--- config.mk ---
export PLATFORM = sky130hd
export DESIGN_NAME = dwc_ram
export DESIGN_NICKNAME = d
export VERILOG_FILES = /design/src/sv/dwc_ram.sv
export SDC_FILE = /design/constraint.sdc
export NUM_CORES = 2
export LEC_CHECK = 0
export BUFFER_PORTS_ARGS = -buffer_cell sky130_fd_sc_hd__buf_4
export CAP_MARGIN = 10
export CORE_MARGIN = 2
export CORE_UTILIZATION = 42
export CTS_CLUSTER_DIAMETER = 30
export DETAILED_ROUTE_END_ITERATION = 16
export PLACE_DENSITY = 0.63
export SLEW_MARGIN = 20
export SYNTH_ARGS = -nofsm -noshare
export SYNTH_HDL_FRONTEND = slang
export SYNTH_SLANG_ARGS = --single-unit
--- constraint.sdc ---
create_clock -name clk -period 12.3 [get_ports clk]
set_input_delay 0.615 -clock clk [delete_from_list [all_inputs] [get_ports clk]]
set_output_delay 0.615 -clock clk [all_outputs]
set_load 0.03 [all_outputs]
--- src/sv/dwc_ram.sv ---
// Generic single-write, single-read RAM with registered read data.
// No dependencies.
`default_nettype none
module dwc_ram #(
  parameter int WIDTH = 64,
  parameter int DEPTH = 64
) (
  input  wire logic                     clk,
  input  wire logic                     we,
  input  wire logic [$clog2(DEPTH)-1:0] waddr,
  input  wire logic [WIDTH-1:0]         wdata,
  input  wire logic [$clog2(DEPTH)-1:0] raddr,
  output logic      [WIDTH-1:0]         rdata
);
  logic [WIDTH-1:0] mem [DEPTH];

  always_ff @(posedge clk) begin
    if (we) begin
      mem[waddr] <= wdata;
    end
    rdata <= mem[raddr];
  end
endmodule
`default_nettype wire

==> impl_metrics.py <==
metrics = {
    "layout": {
        "finalNonFillerCells": 12800,
        "fin_nets": 7305,
        "multi_input_area_mm2": 0.0308,
        "seq_area_mm2": 0.124,
        "areaGrowthSynthToFinish_pct": 19.6,
        "fill_cells": 28600,
        "drive_above_1_share": 0.329,
    },
    "cts": {
        "clk_pin_slew_ns": 0.05,
        "cts_tree": "yes",
        "post_cts_buffers": 0,
        "htree_num_levels": 6,
        "clk_latency_ns": 1.02,
        "cts_resized": 0,
        "cts_buffer_depth": 4,
        "cts_sinks": 4160,
        "postCtsHoldBufs": 0,
        "cts_root_buf": "clkbuf_16",
        "cts-buffers-inserted": 656,
    },
    "placement": {
        "gp_congestion": 0.771,
        "numPortBuffers": 141,
        "dpl.cell_count": 11500,
        "dp_slack_ns": 7.04,
        "hpwlAfterDp_mm": 224,
    },
    "detailed_routing": {
        "drtPass1Iterations": 6,
        "via_count": 77700,
        "drt-initial-drc-count": 11400,
        "ant_nets": 0,
        "wire_per_inst_um": 34.6,
        "drc": 0,
        "routed_wl_mm": 442,
        "viasPerCell": 6.08,
    },
    "floorplan": {
        "core_area_mm2": 0.371,
        "ios": 142,
        "dieArea_mm2": 0.377,
        "fp.dieH_um": 614,
        "rows": 224,
        "die_x_um": 614,
        "start_util": 0.421,
    },
    "sta": {
        "period_share": 0.331,
        "fin_ws_ns": 8.23,
        "rsz0062_at_grt": "false",
        "fmax_mhz": 245,
        "period_needed_ns": 4.07,
        "fin_tns_setup_ns": 0,
        "finClkSkew_ns": 0.0426,
        "worst_slew_margin_rel": 0.197,
        "setup_viol": 0,
        "finalMaxSlewViolations": 0,
        "hold_violations": 0,
        "worstMarginPinSlew_ns": 1.20,
    },
    "worst_setup_path": {
        "crit_type": "input port to register",
        "worstPathRequired_ns": 13.18,
        "worst_ep_arrival_time_ns": 4.95,
        "path_max_fanout": 100,
        "cp-start-kind": "input port",
        "end_kind": "register",
    },
    "global_route": {
        "grt_pass1_wl_mm": 613,
        "grtUsageTotal": 0.231,
        "grt_overflow_total": 0,
        "grt_pass1_vias": 78300,
        "grt_max_degree": 129,
        "antenna_found_initial": 41,
    },
    "synth": {
        "syn_area_mm2": 0.156,
        "syn_nets": 6676,
        "synth-edff-count": 4096,
        "yosys_warnings": 0,
        "synth_flop_cell": "edfxtp_1",
        "async_flop_share": 0,
        "syn_avg_cell_area_um2": 23.7,
        "ys_ff_latch": 4160,
        "postSynthCellCount": 6598,
        "ys_seq_area_frac": 0.795,
        "ys_types": 33,
    },
    "run": {
        "drv_cap": 0,
    },
    "worst_hold_path": {
        "min_path_type": "input port to register",
    },
    "power": {
        "peakVddDrop_uv": 143,
        "powerDensity_mw_per_mm2": 193,
        "p_leak_uw": 0.0593,
    },
    "outcome": {
        "status": "complete, no violations",
    },
}
-- sequential cells by signal (all words and copies together), names as in the netlist --
name,count
mem,4096
rdata,64
-- power by group --
part | internal [uW] | leakage [uW] | switching [uW]
combinational | 503 | 0.0110 | 889
sequential | 15700 | 0.0374 | 77.7
clock | 12000 | 0.0110 | 6860
total | 28200 | 0.0593 | 7830
-- metrics by stage --
stage / power, uW / util / cell area, um2 / hold WS [ns]
floorplan: 16800 / - / 156000 / 0.714
global placement: 17400 / 0.442 / 164000 / 0.829
detailed placement: 17500 / 0.442 / 164000 / 0.832
CTS: 36200 / 0.503 / 187000 / 0.0271
global route: 36900 / 0.503 / 187000 / 0.107
finish: 36000 / 0.504 / 187000 / 0.0967
-- cells in the final DEF (no fill, tap or decap), types with 22 or more instances in the layout --
master,Yosys,layout
nand2_1,58,54
edfxtp_1,4096,4096
clkbuf_16,0,662
or3_1,29,29
and3_1,64,64
nor2_1,112,47
bufinv_16,0,90
mux4_2,1024,1024
a22o_1,88,88
or2_2,28,28
o221ai_1,38,38
nor2_4,0,65
clkinv_8,0,22
clkinv_2,0,82
mux2i_1,135,135
nand3_1,45,45
a22oi_1,168,168
clkinv_1,0,75
clkinvlp_4,0,77
inv_6,0,64
a41oi_1,26,26
buf_4,34,330
dfxtp_1,64,64
o22ai_1,83,83
clkbuf_1,140,56
nor2b_1,28,24
clkinv_4,0,54
a211oi_1,63,61
-- kinds of logic after synthesis --
kind of cell    synth area share
flops                      0.795
mux                        0.156
compound gates            0.0248
buf+inv                   0.0118
simple gates              0.0124
-- worst paths after layout --
kind / to / slack (ns) / start / depth (start not counted)
setup / recovery: rdata[25]$_DFF_P_ / 8.23 / raddr[0] / 9
hold / removal: mem[30][10]$_DFFE_PP_ / 0.1 / wdata[10] / 1
hold reg to reg: rdata[32]$_DFF_P_ / 0.83 / mem[45][32]$_DFFE_PP_ / 4
setup reg to reg: rdata[26]$_DFF_P_ / 10.07 / mem[13][26]$_DFFE_PP_ / 5
-- synth_stat cells, types with 2 or more instances --
master	n	area (um2)
inv_1	19	71.3
a211oi_1	63	473
a22o_1	88	771
and2_1	3	18.8
buf_2	170	851
or3_1	29	181
nor2_1	112	420
edfxtp_1	4096	123000
nor3_1	2	10.0
nand3_1	45	225
clkbuf_1	140	526
buf_4	34	255
nand2_1	58	218
nand4_1	2	12.5
o22ai_1	83	519
a41oi_1	26	228
nor2b_1	28	175
or2_2	28	175
dfxtp_1	64	1280
nand2b_1	11	68.8
buf_6	6	67.6
a2bb2oi_1	19	166
mux2i_1	135	1350
and3_1	64	400
nand3b_1	2	15.0
a31oi_1	18	113
mux4_2	1024	23100
a22oi_1	168	1260
o221ai_1	38	333
buf_1	20	75.1
-- worst max-delay path, stage by stage --
cell and delay, ns:
buf_16 0.53, buf_4 0.62, buf_4 0.81, buf_4 0.76, mux4_2 0.59, mux2i_1 0.19
o22ai_1 0.12, a41oi_1 0.35, a211oi_1 0.07
-- final cells by class --
| class | count | area share |
|---|---|---|
| Sequential cell | 4160 | 0.665 |
| Multi-Input combinational cell | 2049 | 0.165 |
| Clock buffer | 728 | 0.0904 |
| Tap cell | 4972 | 0.0333 |
| Clock inverter | 493 | 0.0320 |
| Timing Repair Buffer | 341 | 0.0144 |
| Inverter | 19 | 0.000381 |
| Antenna cell | 14 | 0.000187 |
-- layer usage --
metal / wire, um / GRT usage / up-vias
met5: 72 / 0 / -
met4: 15900 / 0.0810 / 12
met3: 42000 / 0.0402 / 789
met2: 217000 / 0.378 / 4541
met1: 167000 / 0.313 / 42300
li1: - / - / 30000
Power figures use the tool's default switching activity.
