--- src/sv/dwc_pkg.sv ---
// Shared constants and types for the depthwise 3x3 int8 convolution block.
// No dependencies; used by dwc_lane and the top level.
`default_nettype none
package dwc_pkg;
  localparam int CHANNELS  = 8;
  localparam int LANE_W    = 8;
  localparam int PIX_W     = 8 * LANE_W;
  localparam int MAX_WIDTH = 64;
  localparam int LS_AW     = $clog2(MAX_WIDTH);
  localparam int TAPS      = 9;
  localparam int ACC_W     = 20;

  localparam logic OP_LOAD  = 1'b0;
  localparam logic OP_PIXEL = 1'b1;

  localparam logic [2:0] REG_MULT   = 3'd0;
  localparam logic [2:0] REG_SHIFT  = 3'd1;
  localparam logic [2:0] REG_ZP     = 3'd2;
  localparam logic [2:0] REG_WIDTH  = 3'd3;
  localparam logic [2:0] REG_HEIGHT = 3'd4;

  typedef struct packed {
    logic acc_en;
    logic mul_en;
    logic rq_en;
  } lane_ctrl_t;
endpackage
`default_nettype wire

--- src/sv/dwc_lane.sv ---
// One channel lane: nine-tap multiply-accumulate, 32-bit wrapping scale,
// rounding shift, zero-point offset and int8 saturation. Uses dwc_pkg.
`default_nettype none
module dwc_lane (
  input  wire logic                                   clk,
  input  wire dwc_pkg::lane_ctrl_t                    ctrl,
  input  wire logic [dwc_pkg::TAPS-1:0][7:0]          pix,
  input  wire logic [dwc_pkg::TAPS-1:0][7:0]          wt,
  input  wire logic [31:0]                            mult,
  input  wire logic [4:0]                             shift,
  input  wire logic [7:0]                             zp,
  output logic      [7:0]                             res
);
  logic signed [dwc_pkg::ACC_W-1:0] acc_r, acc_nxt;
  logic signed [15:0] tprod;
  logic [31:0] prod_r, prod_nxt;
  logic [7:0]  res_r, res_nxt;

  always_comb begin
    acc_nxt = '0;
    tprod   = '0;
    for (int k = 0; k < dwc_pkg::TAPS; k++) begin
      tprod   = $signed(pix[k]) * $signed(wt[k]);
      acc_nxt = acc_nxt + dwc_pkg::ACC_W'(tprod);
    end
  end

  assign prod_nxt = 32'(32'($signed(acc_r)) * mult);

  // Round half away from zero on the magnitude, then restore the sign.
  logic        neg;
  logic [32:0] mag, half, rsum, shd;
  logic [33:0] sres, zsum;
  always_comb begin
    neg  = prod_r[31];
    mag  = neg ? (33'd0 - {1'b1, prod_r}) : {1'b0, prod_r};
    half = (shift == 5'd0) ? 33'd0 : (33'd1 << (shift - 5'd1));
    rsum = mag + half;
    shd  = rsum >> shift;
    sres = neg ? (34'd0 - {1'b0, shd}) : {1'b0, shd};
    zsum = sres + 34'($signed(zp));
    if ($signed(zsum) > 34'sd127) begin
      res_nxt = 8'h7f;
    end else if ($signed(zsum) < -34'sd128) begin
      res_nxt = 8'h80;
    end else begin
      res_nxt = zsum[7:0];
    end
  end

  always_ff @(posedge clk) begin
    if (ctrl.acc_en) begin
      acc_r <= acc_nxt;
    end
    if (ctrl.mul_en) begin
      prod_r <= prod_nxt;
    end
    if (ctrl.rq_en) begin
      res_r <= res_nxt;
    end
  end

  assign res = res_r;
endmodule
`default_nettype wire

--- config.mk ---
export PLATFORM = sky130hd
export DESIGN_NAME = dwc_lane
export DESIGN_NICKNAME = d
export VERILOG_FILES = /design/src/sv/dwc_pkg.sv /design/src/sv/dwc_lane.sv
export SDC_FILE = /design/constraint.sdc
export NUM_CORES = 2
export LEC_CHECK = 0
export BUFFER_PORTS_ARGS = -buffer_cell sky130_fd_sc_hd__clkbuf_2
export CAP_MARGIN = 20
export CORE_MARGIN = 3
export CORE_UTILIZATION = 50
export DETAILED_ROUTE_END_ITERATION = 10
export GPL_TIMING_DRIVEN = 1
export PLACE_DENSITY = 0.65
export SKIP_CTS_REPAIR_TIMING = 1
export SLEW_MARGIN = 20
export SYNTH_ARGS = -nofsm -noshare
export SYNTH_HDL_FRONTEND = slang
export SYNTH_SLANG_ARGS = --single-unit
--- constraint.sdc ---
create_clock -name clk -period 12.85 [get_ports clk]
set_input_delay 1.285 -clock clk [delete_from_list [all_inputs] [get_ports clk]]
set_output_delay 1.285 -clock clk [all_outputs]
set_load 0.03 [all_outputs]
==> impl_metrics.json <==
{
  "status": "complete, no violations",
  "worstSetupStartpointType": "flop",
  "routabilityCongestion": 0.940,
  "worst_setup_path_end_kind": "flop",
  "cts_tree": "yes",
  "ys_warn_count": 0,
  "grt_max_degree": 60,
  "rows": 113,
  "initial_utilization": 0.506,
  "drive_above_1_share": 0.0594,
  "fillers": 8928,
  "dieArea_um2": 100000,
  "syn_avg_cell_area_um2": 9.09,
  "setup_viol": 0,
  "worst_hold_slack_ns": 0.975,
  "root_buffer": "clkbuf_16",
  "dp_hpwl_um": 114000,
  "layout_commonest_cell": "inv_1",
  "clk_path_buf_depth": 2,
  "synth-seq-cells": 60,
  "worst-path-max-fanout": 15,
  "critPathKind": "reg2reg",
  "async_flop_share": 0,
  "overflow": 0,
  "layout_min_cycle_time_ns": 11.85,
  "fin_tns_setup_ns": 0,
  "synth_top_family_by_area": "adder cells",
  "pin_count": 201,
  "seq_area_frac_synth": 0.0374,
  "tightestPinTransition_ns": 1.09,
  "track_usage": 0.279,
  "postSynthCellCount": 5292,
  "areaGrowthSynthToFinish_pct": 5.36,
  "fin_cells": 6654,
  "cts.clk_slew.worst_paths_ns": 0.07,
  "routed_via_density": 5.49,
  "required_ns": 13.02,
  "antenna_found_initial": 4,
  "fmax_mhz": 84.4,
  "h-tree-depth": 3,
  "synth_mux_area_frac": 0.00915,
  "finClkSkew_ns": 0.0128,
  "portBuffers": 200,
  "multi_input_area_um2": 41200,
  "drcViolationCount": 0,
  "syn_area_um2": 48100,
  "seqCellArea_um2": 1800,
  "drv_cap": 0,
  "arrival_ns": 12.02,
  "syn_nets": 6995,
  "synth_fa_ha_area_frac": 0.571,
  "cpMaxStageDelayCell": "or4_1",
  "route.detailed.wl_per_inst_um": 20.0,
  "first_pass_iters": 5,
  "final_cell_mix": "inv_1 (1204), fa_1 (1146), nand2_1 (693)",
  "slew_viol_final": 0,
  "finalCritPeriodShare": 0.922,
  "dp_cells": 6637,
  "wl_um": 133000,
  "synth-compound-area-share": 0.0773,
  "hold_depth": 2,
  "grt_pass1_vias": 39200,
  "cts_sinks": 60,
  "grt_first_pass_wirelength_um": 216000,
  "ys.flop_type": "edfxtp_1",
  "nets": 7086,
  "cts_inserted_buffers": 9,
  "drt_iter0_drc": 2368,
  "synthSimpleGateAreaFrac": 0.165,
  "grt_setup_unrepaired": "false",
  "hold_class": "reg2reg",
  "post-route-util": 0.533,
  "die_y_um": 316,
  "core-area_um2": 95200,
  "final-hold-violation-count": 0,
  "worstSkewPairLatency_ns": 0.37,
  "ff2ff_path_depth": 39,
  "synth_xor_area_frac": 0.0328,
  "num_vias": 36500,
  "antenna_left": 0,
  "max_stage_delay_ns": 0.59,
  "synth_cell_types": 103,
  "synth_edf_count": 60,
  "slew_headroom": 0.275,
  "dieWidth_um": 316
}
==> kinds of logic after synthesis <==
| family | after synthesis |
|---|---|
| buffers and inverters | 1362 |
| adder cells (fa/ha/maj) | 1510 |
| AND/OR/NAND/NOR | 1612 |
| multiplexers | 33 |
| AO/OA/AOI/OAI | 534 |
| flip-flops | 60 |
| other | 1 |
| XOR/XNOR | 180 |
==> critical path, delay by kind of cell, from the launching register on <==
kind | cells | cell delay [ns]
AO/OA/AOI/OAI | 13 | 3.16
adder cells (fa/ha/maj) | 3 | 1.15
multiplexers | 2 | 0.61
AND/OR/NAND/NOR | 16 | 5.54
flip-flops | 1 | 0.47
XOR/XNOR | 3 | 0.47
buffers and inverters | 2 | 0.24
==> worst paths after layout <==
kind               end  startpoint  slack (ns)
max             res[3]   prod_r[5]         1.0
min          prod_r[0]    acc_r[0]        0.98
max reg2reg     res[3]   prod_r[5]         1.0
min reg2reg  prod_r[0]    acc_r[0]        0.98
==> registers in the layout, indices dropped and copies added (netlist names) <==
register / cells
acc_r: 20
prod_r: 32
res: 8
==> through the flow <==
step	setup slack, ns	instance area [µm²]
2_1_floorplan	2.26	48100
3_3_place_gp	1.10	50400
3_5_place_dp	0.964	50400
4_1_cts	1.09	50700
5_1_grt	0.0911	50700
6_report	1.00	50700
==> cell usage after synthesis (7+ instances only) <==
cell type	instances	area share
a2111oi_0	9	0.0016
a211o_1	7	0.0013
a211oi_1	27	0.0042
a21boi_0	8	0.0012
a21o_1	44	0.0069
a21oi_1	104	0.011
a221oi_1	8	0.0015
a311oi_1	10	0.0018
a31oi_1	30	0.0039
and2_1	410	0.053
and3_1	19	0.0025
and4_1	7	0.0013
buf_1	13	0.0010
buf_2	7	0.00073
clkbuf_1	132	0.010
edfxtp_1	60	0.037
fa_1	1146	0.48
ha_1	364	0.095
inv_1	1204	0.094
mux2_2	13	0.0030
mux2i_1	11	0.0023
nand2_1	693	0.054
nand2b_1	59	0.0077
nand3_1	59	0.0061
nand4_1	18	0.0023
nor2_1	151	0.012
nor2b_1	54	0.0070
nor3_1	61	0.0063
nor4_1	19	0.0025
o211ai_1	15	0.0023
o21a_1	29	0.0045
o21ai_0	97	0.010
o21ai_1	10	0.0010
o21bai_1	12	0.0019
o31a_1	7	0.0013
o31ai_1	22	0.0034
or2_2	7	0.00091
or3_1	16	0.0021
or4_1	15	0.0023
xnor2_1	139	0.025
xor2_1	41	0.0075
==> layer usage <==
metal	global-route usage	wire [µm]
met3	0.0238	6380
met4	0.0795	4240
met5	0	0
met1	0.354	52800
met2	0.510	70000
==> cell type report <==
class | count | area share
multi-input combinational | 3870 | 0.812
inverter | 1204 | 0.0891
sequential | 60 | 0.0355
tap | 1265 | 0.0312
timing repair buffer | 238 | 0.0254
clock buffer | 9 | 0.00444
clock inverter | 7 | 0.00205
antenna | 1 | 0.0000494
Power is left out: the tool's default activity adds up to more than one toggle a clock period on the data nets, which glitch-free logic cannot reach.
